===== src/mmsrf_pkg.sv =====
// ----------------------------------------------------------------------------
// mmsrf_pkg
// Shared types and constants of the multi-motor speed ramp framer.
// ----------------------------------------------------------------------------
package mmsrf_pkg;

  localparam int NUM_MOTORS = 4;
  localparam int NUM_SLOTS  = 4;

  localparam int SPEED_W    = 16;
  localparam int STEP_W     = 15;
  localparam int MASK_W     = 4;
  localparam int OP_W       = 3;
  localparam int IDX_W      = 3;
  localparam int CFG_IDX_W  = 2;
  localparam int CFG_DATA_W = 16;
  localparam int PROD_W     = 24;

  typedef logic signed [SPEED_W-1:0] speed_t;

  localparam speed_t SAT_HI    = 16'sd32767;
  localparam speed_t SAT_LO    = -16'sd32767;
  localparam speed_t SPEED_MIN = 16'sh8000;
  localparam int     SCALE     = 100;

  localparam speed_t              UPPER_RST   = 16'sd300;
  localparam speed_t              LOWER_RST   = -16'sd300;
  localparam logic [STEP_W-1:0]   STEP_RST    = 15'd5;
  localparam logic [MASK_W-1:0]   REVERSE_RST = 4'b1100;

  typedef enum logic [OP_W-1:0] {
    OP_TICK       = 3'd0,
    OP_SET_IMM    = 3'd1,
    OP_SET_SMOOTH = 3'd2,
    OP_STOP       = 3'd3,
    OP_SET_ALL    = 3'd4
  } opcode_e;

  typedef enum logic [CFG_IDX_W-1:0] {
    CFG_UPPER   = 2'd0,
    CFG_LOWER   = 2'd1,
    CFG_STEP    = 2'd2,
    CFG_REVERSE = 2'd3
  } cfg_idx_e;

  // Per-motor update strobes, already qualified by the input handshake
  typedef struct packed {
    logic              tick;
    logic              load_all;
    logic              load_tgt;
    logic              clear;
    speed_t            req;
    logic [STEP_W-1:0] step;
    logic              reverse;
  } motor_cmd_t;

endpackage


===== src/mmsrf_if.sv =====
// ----------------------------------------------------------------------------
// mmsrf interfaces
// Valid/ready channels: command input, frame output and configuration write.
// ----------------------------------------------------------------------------
interface mmsrf_in_if;
  logic                           valid;
  logic                           ready;
  logic [mmsrf_pkg::OP_W-1:0]     opcode;
  logic [mmsrf_pkg::IDX_W-1:0]    motor_index;
  logic signed [mmsrf_pkg::SPEED_W-1:0] speed_request;

  modport source (output valid, opcode, motor_index, speed_request, input ready);
  modport sink   (input valid, opcode, motor_index, speed_request, output ready);
endinterface

interface mmsrf_out_if;
  logic                                 valid;
  logic                                 ready;
  logic signed [mmsrf_pkg::SPEED_W-1:0] slot0_command;
  logic signed [mmsrf_pkg::SPEED_W-1:0] slot1_command;
  logic signed [mmsrf_pkg::SPEED_W-1:0] slot2_command;
  logic signed [mmsrf_pkg::SPEED_W-1:0] slot3_command;

  modport source (output valid, slot0_command, slot1_command, slot2_command,
                  slot3_command, input ready);
  modport sink   (input valid, slot0_command, slot1_command, slot2_command,
                  slot3_command, output ready);
endinterface

interface mmsrf_cfg_if;
  logic                               valid;
  logic                               ready;
  logic [mmsrf_pkg::CFG_IDX_W-1:0]    index;
  logic [mmsrf_pkg::CFG_DATA_W-1:0]   data;

  modport source (output valid, index, data, input ready);
  modport sink   (input valid, index, data, output ready);
endinterface


===== src/mmsrf_motor.sv =====
// ----------------------------------------------------------------------------
// mmsrf_motor
// One motor channel: target, ramped speed and frame slot, with ramp and
// command scaling (sign, x100, saturation).
// ----------------------------------------------------------------------------
module mmsrf_motor (
  input  logic                    clk_i,
  input  logic                    rst_ni,
  input  mmsrf_pkg::motor_cmd_t   cmd_i,
  output mmsrf_pkg::speed_t       slot_o
);

  localparam int DIFF_W = mmsrf_pkg::SPEED_W + 1;

  mmsrf_pkg::speed_t tgt_q, tgt_d;
  mmsrf_pkg::speed_t rmp_q, rmp_d;
  mmsrf_pkg::speed_t slot_q, slot_d;

  logic signed [DIFF_W-1:0] diff;
  logic signed [DIFF_W-1:0] step_s;
  logic signed [DIFF_W-1:0] rmp_up;
  logic signed [DIFF_W-1:0] rmp_dn;
  mmsrf_pkg::speed_t        ramp_next;
  mmsrf_pkg::speed_t        scale_in;
  mmsrf_pkg::speed_t        scaled;

  // Reversal at 17 bits so the most negative speed flips cleanly
  function automatic mmsrf_pkg::speed_t scale_cmd(mmsrf_pkg::speed_t s, logic rev);
    logic signed [DIFF_W-1:0]                v;
    logic signed [mmsrf_pkg::PROD_W-1:0]     p;
    mmsrf_pkg::speed_t                       r;
    v = rev ? -DIFF_W'(s) : DIFF_W'(s);
    p = mmsrf_pkg::PROD_W'(v) * mmsrf_pkg::PROD_W'(mmsrf_pkg::SCALE);
    if (p > mmsrf_pkg::PROD_W'(mmsrf_pkg::SAT_HI)) begin
      r = mmsrf_pkg::SAT_HI;
    end else if (p < mmsrf_pkg::PROD_W'(mmsrf_pkg::SAT_LO)) begin
      r = mmsrf_pkg::SAT_LO;
    end else begin
      r = p[mmsrf_pkg::SPEED_W-1:0];
    end
    return r;
  endfunction

  always_comb begin
    diff   = DIFF_W'(tgt_q) - DIFF_W'(rmp_q);
    step_s = signed'({2'b00, cmd_i.step});
    rmp_up = DIFF_W'(rmp_q) + step_s;
    rmp_dn = DIFF_W'(rmp_q) - step_s;
    if (diff > step_s) begin
      ramp_next = rmp_up[mmsrf_pkg::SPEED_W-1:0];
    end else if (diff < -step_s) begin
      ramp_next = rmp_dn[mmsrf_pkg::SPEED_W-1:0];
    end else begin
      ramp_next = tgt_q;
    end
    scale_in = cmd_i.load_all ? cmd_i.req : ramp_next;
    scaled   = scale_cmd(scale_in, cmd_i.reverse);
  end

  always_comb begin
    tgt_d  = tgt_q;
    rmp_d  = rmp_q;
    slot_d = slot_q;
    if (cmd_i.clear) begin
      tgt_d  = '0;
      rmp_d  = '0;
      slot_d = '0;
    end else if (cmd_i.load_all) begin
      tgt_d  = cmd_i.req;
      rmp_d  = cmd_i.req;
      slot_d = scaled;
    end else if (cmd_i.load_tgt) begin
      tgt_d  = cmd_i.req;
    end else if (cmd_i.tick) begin
      rmp_d  = ramp_next;
      slot_d = scaled;
    end
  end

  always_ff @(posedge clk_i or negedge rst_ni) begin
    if (!rst_ni) begin
      tgt_q  <= '0;
      rmp_q  <= '0;
      slot_q <= '0;
    end else begin
      tgt_q  <= tgt_d;
      rmp_q  <= rmp_d;
      slot_q <= slot_d;
    end
  end

  assign slot_o = slot_q;

endmodule


===== src/multi_motor_speed_ramp_framer.sv =====
// ----------------------------------------------------------------------------
// multi_motor_speed_ramp_framer
// Four-motor speed ramp building the four-slot command frame.
// ----------------------------------------------------------------------------
// Channels: in_i takes commands (tick, set immediate, set smooth, stop, set
// all smooth), out_o delivers frames of four slot commands in 0.01 rpm,
// cfg_i writes the speed limits, ramp step and reverse mask.
// Every command is completed in the cycle its transaction is taken: the
// motor state registers update at that edge and, for ticks, immediate sets
// and stops on a valid motor, the frame is shown on out_o in the next cycle.
// Throughput is one command per cycle while out_o is not stalled; the slot
// registers themselves act as the output register, so a new command is
// taken in the same cycle the pending frame is taken.
// While a frame waits on a stalled receiver, in_i.ready is low; nothing is
// dropped. Smooth sets and ignored commands produce no frame.
// Reset clears all speeds and slots to zero and loads the default limits
// (+/-300 rpm), step 5 and reverse mask for motors 2 and 3. The
// configuration port is always ready; write it only while the block is idle.
// ----------------------------------------------------------------------------
module multi_motor_speed_ramp_framer (
  input  logic        clk_i,
  input  logic        rst_ni,
  mmsrf_in_if.sink    in_i,
  mmsrf_out_if.source out_o,
  mmsrf_cfg_if.sink   cfg_i
);

  mmsrf_pkg::speed_t                    upper_q;
  mmsrf_pkg::speed_t                    lower_q;
  logic [mmsrf_pkg::STEP_W-1:0]         step_q;
  logic [mmsrf_pkg::MASK_W-1:0]         reverse_q;
  logic                                 out_valid_q, out_valid_d;

  logic                                 accept;
  logic                                 idx_ok;
  logic                                 is_tick, is_imm, is_smooth, is_stop, is_all;
  logic                                 emit;
  mmsrf_pkg::speed_t                    req;
  mmsrf_pkg::motor_cmd_t                cmd [mmsrf_pkg::NUM_SLOTS];
  mmsrf_pkg::speed_t                    slot_w [mmsrf_pkg::NUM_SLOTS];

  // Configuration
  assign cfg_i.ready = 1'b1;

  always_ff @(posedge clk_i or negedge rst_ni) begin
    if (!rst_ni) begin
      upper_q   <= mmsrf_pkg::UPPER_RST;
      lower_q   <= mmsrf_pkg::LOWER_RST;
      step_q    <= mmsrf_pkg::STEP_RST;
      reverse_q <= mmsrf_pkg::REVERSE_RST;
    end else if (cfg_i.valid) begin
      case (cfg_i.index)
        mmsrf_pkg::CFG_UPPER:   upper_q   <= signed'(cfg_i.data);
        mmsrf_pkg::CFG_LOWER:   lower_q   <= signed'(cfg_i.data);
        mmsrf_pkg::CFG_STEP:    step_q    <= cfg_i.data[mmsrf_pkg::STEP_W-1:0];
        mmsrf_pkg::CFG_REVERSE: reverse_q <= cfg_i.data[mmsrf_pkg::MASK_W-1:0];
        default: ;
      endcase
    end
  end

  // Command decode
  assign in_i.ready = !out_valid_q || out_o.ready;
  assign accept     = in_i.valid && in_i.ready;
  assign idx_ok     = in_i.motor_index < mmsrf_pkg::IDX_W'(mmsrf_pkg::NUM_MOTORS);

  always_comb begin
    is_tick   = 1'b0;
    is_imm    = 1'b0;
    is_smooth = 1'b0;
    is_stop   = 1'b0;
    is_all    = 1'b0;
    case (in_i.opcode)
      mmsrf_pkg::OP_TICK:       is_tick   = 1'b1;
      mmsrf_pkg::OP_SET_IMM:    is_imm    = 1'b1;
      mmsrf_pkg::OP_SET_SMOOTH: is_smooth = 1'b1;
      mmsrf_pkg::OP_STOP:       is_stop   = 1'b1;
      mmsrf_pkg::OP_SET_ALL:    is_all    = 1'b1;
      default: ;
    endcase
  end

  // When the limits cross, requests above the upper limit take it, all others the lower
  always_comb begin
    if (in_i.speed_request > upper_q) begin
      req = upper_q;
    end else if (in_i.speed_request < lower_q) begin
      req = lower_q;
    end else begin
      req = in_i.speed_request;
    end
  end

  assign emit = accept && (is_tick || ((is_imm || is_stop) && idx_ok));

  for (genvar i = 0; i < mmsrf_pkg::NUM_SLOTS; i++) begin : g_slot
    if (i < mmsrf_pkg::NUM_MOTORS) begin : g_motor
      logic sel;
      assign sel = in_i.motor_index == mmsrf_pkg::IDX_W'(i);
      always_comb begin
        cmd[i].tick     = accept && is_tick;
        cmd[i].load_all = accept && is_imm && sel;
        cmd[i].load_tgt = accept && ((is_smooth && sel) || is_all);
        cmd[i].clear    = accept && is_stop && sel;
        cmd[i].req      = req;
        cmd[i].step     = step_q;
        cmd[i].reverse  = reverse_q[i];
      end
      mmsrf_motor u_motor (
        .clk_i  (clk_i),
        .rst_ni (rst_ni),
        .cmd_i  (cmd[i]),
        .slot_o (slot_w[i])
      );
    end else begin : g_unused
      assign cmd[i]    = '0;
      assign slot_w[i] = '0;
    end
  end

  // Output valid; payload comes straight from the slot registers
  always_comb begin
    if (emit) begin
      out_valid_d = 1'b1;
    end else if (out_o.ready) begin
      out_valid_d = 1'b0;
    end else begin
      out_valid_d = out_valid_q;
    end
  end

  always_ff @(posedge clk_i or negedge rst_ni) begin
    if (!rst_ni) begin
      out_valid_q <= 1'b0;
    end else begin
      out_valid_q <= out_valid_d;
    end
  end

  assign out_o.valid         = out_valid_q;
  assign out_o.slot0_command = slot_w[0];
  assign out_o.slot1_command = slot_w[1];
  assign out_o.slot2_command = slot_w[2];
  assign out_o.slot3_command = slot_w[3];

  // Checks
  a_tick_emits: assert property (@(posedge clk_i) disable iff (!rst_ni)
    accept && is_tick |=> out_valid_q)
    else $error("tick did not produce a frame");

  a_smooth_silent: assert property (@(posedge clk_i) disable iff (!rst_ni)
    accept && (is_smooth || is_all) |=> !out_valid_q)
    else $error("smooth set produced a frame");

  a_bad_index_silent: assert property (@(posedge clk_i) disable iff (!rst_ni)
    accept && (is_imm || is_stop) && !idx_ok |=> !out_valid_q)
    else $error("out-of-range motor produced a frame");

  a_slot_range: assert property (@(posedge clk_i) disable iff (!rst_ni)
    slot_w[0] != mmsrf_pkg::SPEED_MIN && slot_w[1] != mmsrf_pkg::SPEED_MIN &&
    slot_w[2] != mmsrf_pkg::SPEED_MIN && slot_w[3] != mmsrf_pkg::SPEED_MIN)
    else $error("slot command outside saturation range");

  a_slots_hold_when_stalled: assert property (@(posedge clk_i) disable iff (!rst_ni)
    out_valid_q && !out_o.ready |=> $stable(slot_w[0]) && $stable(slot_w[3]))
    else $error("slot changed under a pending frame");

endmodule

===== src/flat_wrapper.sv =====
// flat-port wrapper written by rule: the top's interface ports become plain ports
module multi_motor_speed_ramp_framer_flat 
  (clk_i, rst_ni, in_i_valid, in_i_opcode, in_i_motor_index, in_i_speed_request, in_i_ready, out_o_valid, out_o_slot0_command, out_o_slot1_command, out_o_slot2_command, out_o_slot3_command, out_o_ready, cfg_i_valid, cfg_i_index, cfg_i_data, cfg_i_ready);
  mmsrf_in_if in_i_i ();
  mmsrf_out_if out_o_i ();
  mmsrf_cfg_if cfg_i_i ();
  input  logic clk_i;
  input  logic rst_ni;
  input wire logic [$bits(in_i_i.valid)-1:0] in_i_valid;
  input wire logic [$bits(in_i_i.opcode)-1:0] in_i_opcode;
  input wire logic [$bits(in_i_i.motor_index)-1:0] in_i_motor_index;
  input wire logic [$bits(in_i_i.speed_request)-1:0] in_i_speed_request;
  output wire logic [$bits(in_i_i.ready)-1:0] in_i_ready;
  output wire logic [$bits(out_o_i.valid)-1:0] out_o_valid;
  output wire logic [$bits(out_o_i.slot0_command)-1:0] out_o_slot0_command;
  output wire logic [$bits(out_o_i.slot1_command)-1:0] out_o_slot1_command;
  output wire logic [$bits(out_o_i.slot2_command)-1:0] out_o_slot2_command;
  output wire logic [$bits(out_o_i.slot3_command)-1:0] out_o_slot3_command;
  input wire logic [$bits(out_o_i.ready)-1:0] out_o_ready;
  input wire logic [$bits(cfg_i_i.valid)-1:0] cfg_i_valid;
  input wire logic [$bits(cfg_i_i.index)-1:0] cfg_i_index;
  input wire logic [$bits(cfg_i_i.data)-1:0] cfg_i_data;
  output wire logic [$bits(cfg_i_i.ready)-1:0] cfg_i_ready;
  assign in_i_i.valid = in_i_valid;
  assign in_i_i.opcode = in_i_opcode;
  assign in_i_i.motor_index = in_i_motor_index;
  assign in_i_i.speed_request = in_i_speed_request;
  assign in_i_ready = in_i_i.ready;
  assign out_o_valid = out_o_i.valid;
  assign out_o_slot0_command = out_o_i.slot0_command;
  assign out_o_slot1_command = out_o_i.slot1_command;
  assign out_o_slot2_command = out_o_i.slot2_command;
  assign out_o_slot3_command = out_o_i.slot3_command;
  assign out_o_i.ready = out_o_ready;
  assign cfg_i_i.valid = cfg_i_valid;
  assign cfg_i_i.index = cfg_i_index;
  assign cfg_i_i.data = cfg_i_data;
  assign cfg_i_ready = cfg_i_i.ready;
  multi_motor_speed_ramp_framer u_core (.clk_i(clk_i), .rst_ni(rst_ni), .in_i(in_i_i), .out_o(out_o_i), .cfg_i(cfg_i_i));
endmodule

===== config.mk =====
export PLATFORM = sky130hd
export DESIGN_NAME = multi_motor_speed_ramp_framer_flat
export DESIGN_NICKNAME = d
export VERILOG_FILES = /design/src/mmsrf_pkg.sv /design/src/mmsrf_if.sv /design/src/mmsrf_motor.sv /design/src/multi_motor_speed_ramp_framer.sv /design/src/flat_wrapper.sv
export SDC_FILE = /design/constraint.sdc
export NUM_CORES = 1
export LEC_CHECK = 0
export ABC_AREA = 1
export BUFFER_PORTS_ARGS = -buffer_cell sky130_fd_sc_hd__buf_4
export CORE_AREA = 3 3 365 259
export DETAILED_ROUTE_END_ITERATION = 7
export DIE_AREA = 0 0 368 262
export HOLD_SLACK_MARGIN = 0.15
export PLACE_DENSITY_LB_ADDON = 0.1
export SYNTH_ARGS = -nofsm -noshare
export SYNTH_HDL_FRONTEND = slang
export SYNTH_SLANG_ARGS = --single-unit

===== constraint.sdc =====
create_clock -name clk_i -period 7.8 [get_ports clk_i]
set_input_delay 0.78 -clock clk_i [delete_from_list [all_inputs] [get_ports clk_i]]
set_output_delay 0.78 -clock clk_i [all_outputs]
set_load 0.03 [all_outputs]

==> out/qor.yml <==
synthesis:
  ys_seq_area_share_pct: 16.8
  synth_area_leader_cell: "ha_1"
  ys_warn_count: 0
  postSynthAreaPerCell_um2: 6.85
  yosys.area.top_type_share_pct: 20.1
  yosysUniqueCellTypes: 65
  synth_common_cells: "nand2_1 (1394), inv_1 (701), ha_1 (584), nand3_1 (495), a21oi_1 (271)"
  async_reset_ff_share_pct: 100
  yosys.cell_count.top_type: "nand2_1"
  synth_area_leaders: "ha_1 (20%), dfrtp_1 (15%), nand2_1 (14%)"
  synthCells: 5317
  syn_area_um2: 36400
  synth_top_flop_cell: "dfrtp_1"
  synth_edf_count: 0
  synth-seq-cells: 244
  syn_nets: 5982
grt:
  grt.overflow.total: 0
  track_usage_pct: 29.5
  grt_max_degree: 148
  grt_pass1_wl_mm: 220
  antenna_found_initial: 7
  grt_pass1_vias: 35700
run:
  max-cap-violations: 0
route:
  firstDrtPassIters: 6
  avgRoutedWirePerCell_um: 20.7
  drtAntennaViolNets: 0
  drc: 0
  drt-initial-drc-count: 3745
  viasPerCell: 5.39
  vias: 39400
  totalWireLength_mm: 151
timing:
  hold_viol_final: 0
  layout_min_cycle_time_ns: 7.79
  drv_slew: 0
  rsz0062_at_grt: "true"
  worst_slew_pin_slew_ns: 1.16
  min_period_over_period_pct: 99.9
  finalSetupTns_ns: 0
  setup_viol: 0
  fin_skew_ns: 0.0270
  max-slew-margin-rel_pct: 22.7
  fmax_mhz: 128
  holdWs_ns: 0.377
floorplanning:
  core_um2: 91500
  pin_count: 112
  die_w_um: 368
  dieHeight_um: 262
  fp.dieArea_um2: 96400
  core.rowCount: 93
  initial_utilization_pct: 39.8
worst_setup_path:
  cp_top_family: "simple AND/OR/NAND/NOR gates"
  crit_path_end_kind: "flop"
  slowest_delay_ns: 0.43
  path_class: "flop to flop"
  reg2reg_slack_ns: 0.01
  critical_path_required_ns: 8.30
  timing.rr.end: "u_core.g_slot[3].g_motor.u_motor.slot_o[9]$_DFFE_PN0P_"
  r2r-start: "u_core.step_q[1]$_DFFE_PN0P_"
  r2r_cells: 54
  cp_max_fo: 7
  worstPathArrival_ns: 8.29
  startpoint_type: "flop"
  cp.buffers_inverters: 8
  slowest_stage: "dfrtp_2"
layout:
  fin_area_um2: 48400
  final_nets: 6713
  layout.cells.non_filler: 7311
  drive_gt1_share_pct: 28.1
  syn_to_final_growth_pct: 33.0
worst_hold_path:
  min_from: "in_i_valid"
  hold_depth: 3
  hold_class: "input port to flop"
  whs_endpoint: "u_core.out_o.valid$_DFFE_PN0P_"
clocking:
  cts_tree: "done"
  cts-root-buf: "clkbuf_16"
  htree_num_levels: 1
  cts_buffer_depth: 3
  clkTransAtPathRegs_ns: 0.06
  clk_latency_ns: 0.62
  cts_buffers: 31
  numClockSinks: 244
outcome:
  status: "finished clean"
placement:
  hpwl_mm: 119
  placed_cell_area_um2: 42600
  dp.cells: 7122
  place.port_buffers: 110
  gp_congestion: 0.964
==> layer usage <==
| metal | track usage (%) | up-vias | share of wire, % |
|---|---|---|---|
| met3 | 6.75 | 221 | 9.5 |
| li1 | - | 19000 | - |
| met2 | 41.9 | 1469 | 40 |
| met4 | 6.98 | 8 | 3.0 |
| met1 | 44.7 | 18700 | 48 |
| met5 | 0 | - | 0.033 |
==> through the flow <==
step | setup slack, ns | utilization, %
6_report | 0.0108 | 52.9
5_1_grt | -0.429 | 52.9
2_1_floorplan | 0.0159 | -
3_5_place_dp | -0.628 | 46.6
4_1_cts | 0.00476 | 48.6
3_3_place_gp | -0.530 | 46.6
==> layout make-up <==
| class | instances | area [µm²] |
|---|---|---|
| clock inverter | 13 | 113 |
| sequential | 244 | 6130 |
| antenna | 4 | 10.0 |
| inverter | 738 | 2790 |
| fill | 9062 | 43100 |
| clock buffer | 44 | 875 |
| multi-input combinational | 4219 | 30500 |
| timing repair buffer | 814 | 6400 |
| tap | 1235 | 1550 |
==> flip-flops by register name (all words and copies together), names as in the netlist <==
name	flops
u_core.g_slot.g_motor.u_motor.slot_o	64
u_core.step_q	15
u_core.reverse_q	4
u_core.out_o.valid	1
u_core.g_slot.g_motor.u_motor.rmp_q	64
u_core.lower_q	16
u_core.g_slot.g_motor.u_motor.tgt_q	64
u_core.upper_q	16
==> how the worst max path moves through the flow <==
stage / start / to / slack (ns) / cells after the start
6_report: u_core.step_q[1]$_DFFE_PN0P_ / u_core.g_slot[3].g_motor.u_motor.slot_o[9]$_DFFE_PN0P_ / 0.01 / 54
5_1_grt: u_core.step_q[1]$_DFFE_PN0P_ / u_core.g_slot[0].g_motor.u_motor.slot_o[8]$_DFFE_PN0P_ / -0.43 / 57
4_1_cts: u_core.g_slot[1].g_motor.u_motor.tgt_q[0]$_DFFE_PN0P_ / u_core.g_slot[1].g_motor.u_motor.slot_o[8]$_DFFE_PN0P_ / 0.005 / 52
3_5_place_dp: u_core.g_slot[1].g_motor.u_motor.tgt_q[0]$_DFFE_PN0P_ / u_core.g_slot[1].g_motor.u_motor.slot_o[8]$_DFFE_PN0P_ / -0.63 / 47
3_3_place_gp: u_core.g_slot[1].g_motor.u_motor.tgt_q[0]$_DFFE_PN0P_ / u_core.g_slot[1].g_motor.u_motor.slot_o[8]$_DFFE_PN0P_ / -0.53 / 46
2_1_floorplan: u_core.step_q[1]$_DFFE_PN0P_ / u_core.g_slot[0].g_motor.u_motor.slot_o[5]$_DFFE_PN0P_ / 0.02 / 55
==> cells in the final DEF (no fill, tap or decap), types with 46 or more instances in the layout <==
master / netlist / routed
ha_1: 584 / 463
o21ai_0: 186 / 157
xor2_1: 213 / 177
nand3_1: 495 / 444
o22ai_1: 99 / 99
nand4_1: 74 / 74
xnor2_1: 67 / 53
nor2_1: 258 / 214
nand2_1: 1394 / 1275
dfrtp_1: 225 / 224
inv_2: 32 / 68
ha_4: 0 / 118
nor2_2: 18 / 46
o21bai_1: 54 / 48
nand2_4: 21 / 47
nand2_2: 83 / 174
inv_1: 701 / 661
nand3_2: 55 / 93
a21oi_1: 271 / 224
buf_4: 11 / 763
==> cells by family (layout without fill, tap and decap cells) <==
family          Yosys count  count (layout)  share of synthesized area, %
xor+xnor                295             295                          7.46
buf+inv                 859            1609                          9.36
flops                   244             244                          16.8
compound gates          744             744                          12.0
simple gates           2554            2559                          32.3
fa+ha+maj               620             620                          22.1
other cells               1               5                        0.0103
==> worst reg2reg max path, delay by kind of cell, from the launching register on <==
kind | cells | cell delay (ns)
buf+inv | 8 | 1.01
flops | 1 | 0.43
xor+xnor | 3 | 0.64
simple gates | 30 | 3.45
fa+ha+maj | 6 | 1.33
compound gates | 7 | 0.89
==> repair_timing <==
action,in CTS,in global routing
resized for setup,105,603
buffers inserted,36,88
hold endpoints to repair,34,0
pin swaps,77,413
cloned,3,4
setup endpoints to repair,64,64
hold buffers,1,0
Power is left out: the tool's default activity adds up to more than one toggle a clock period on the data nets, which glitch-free logic cannot reach.
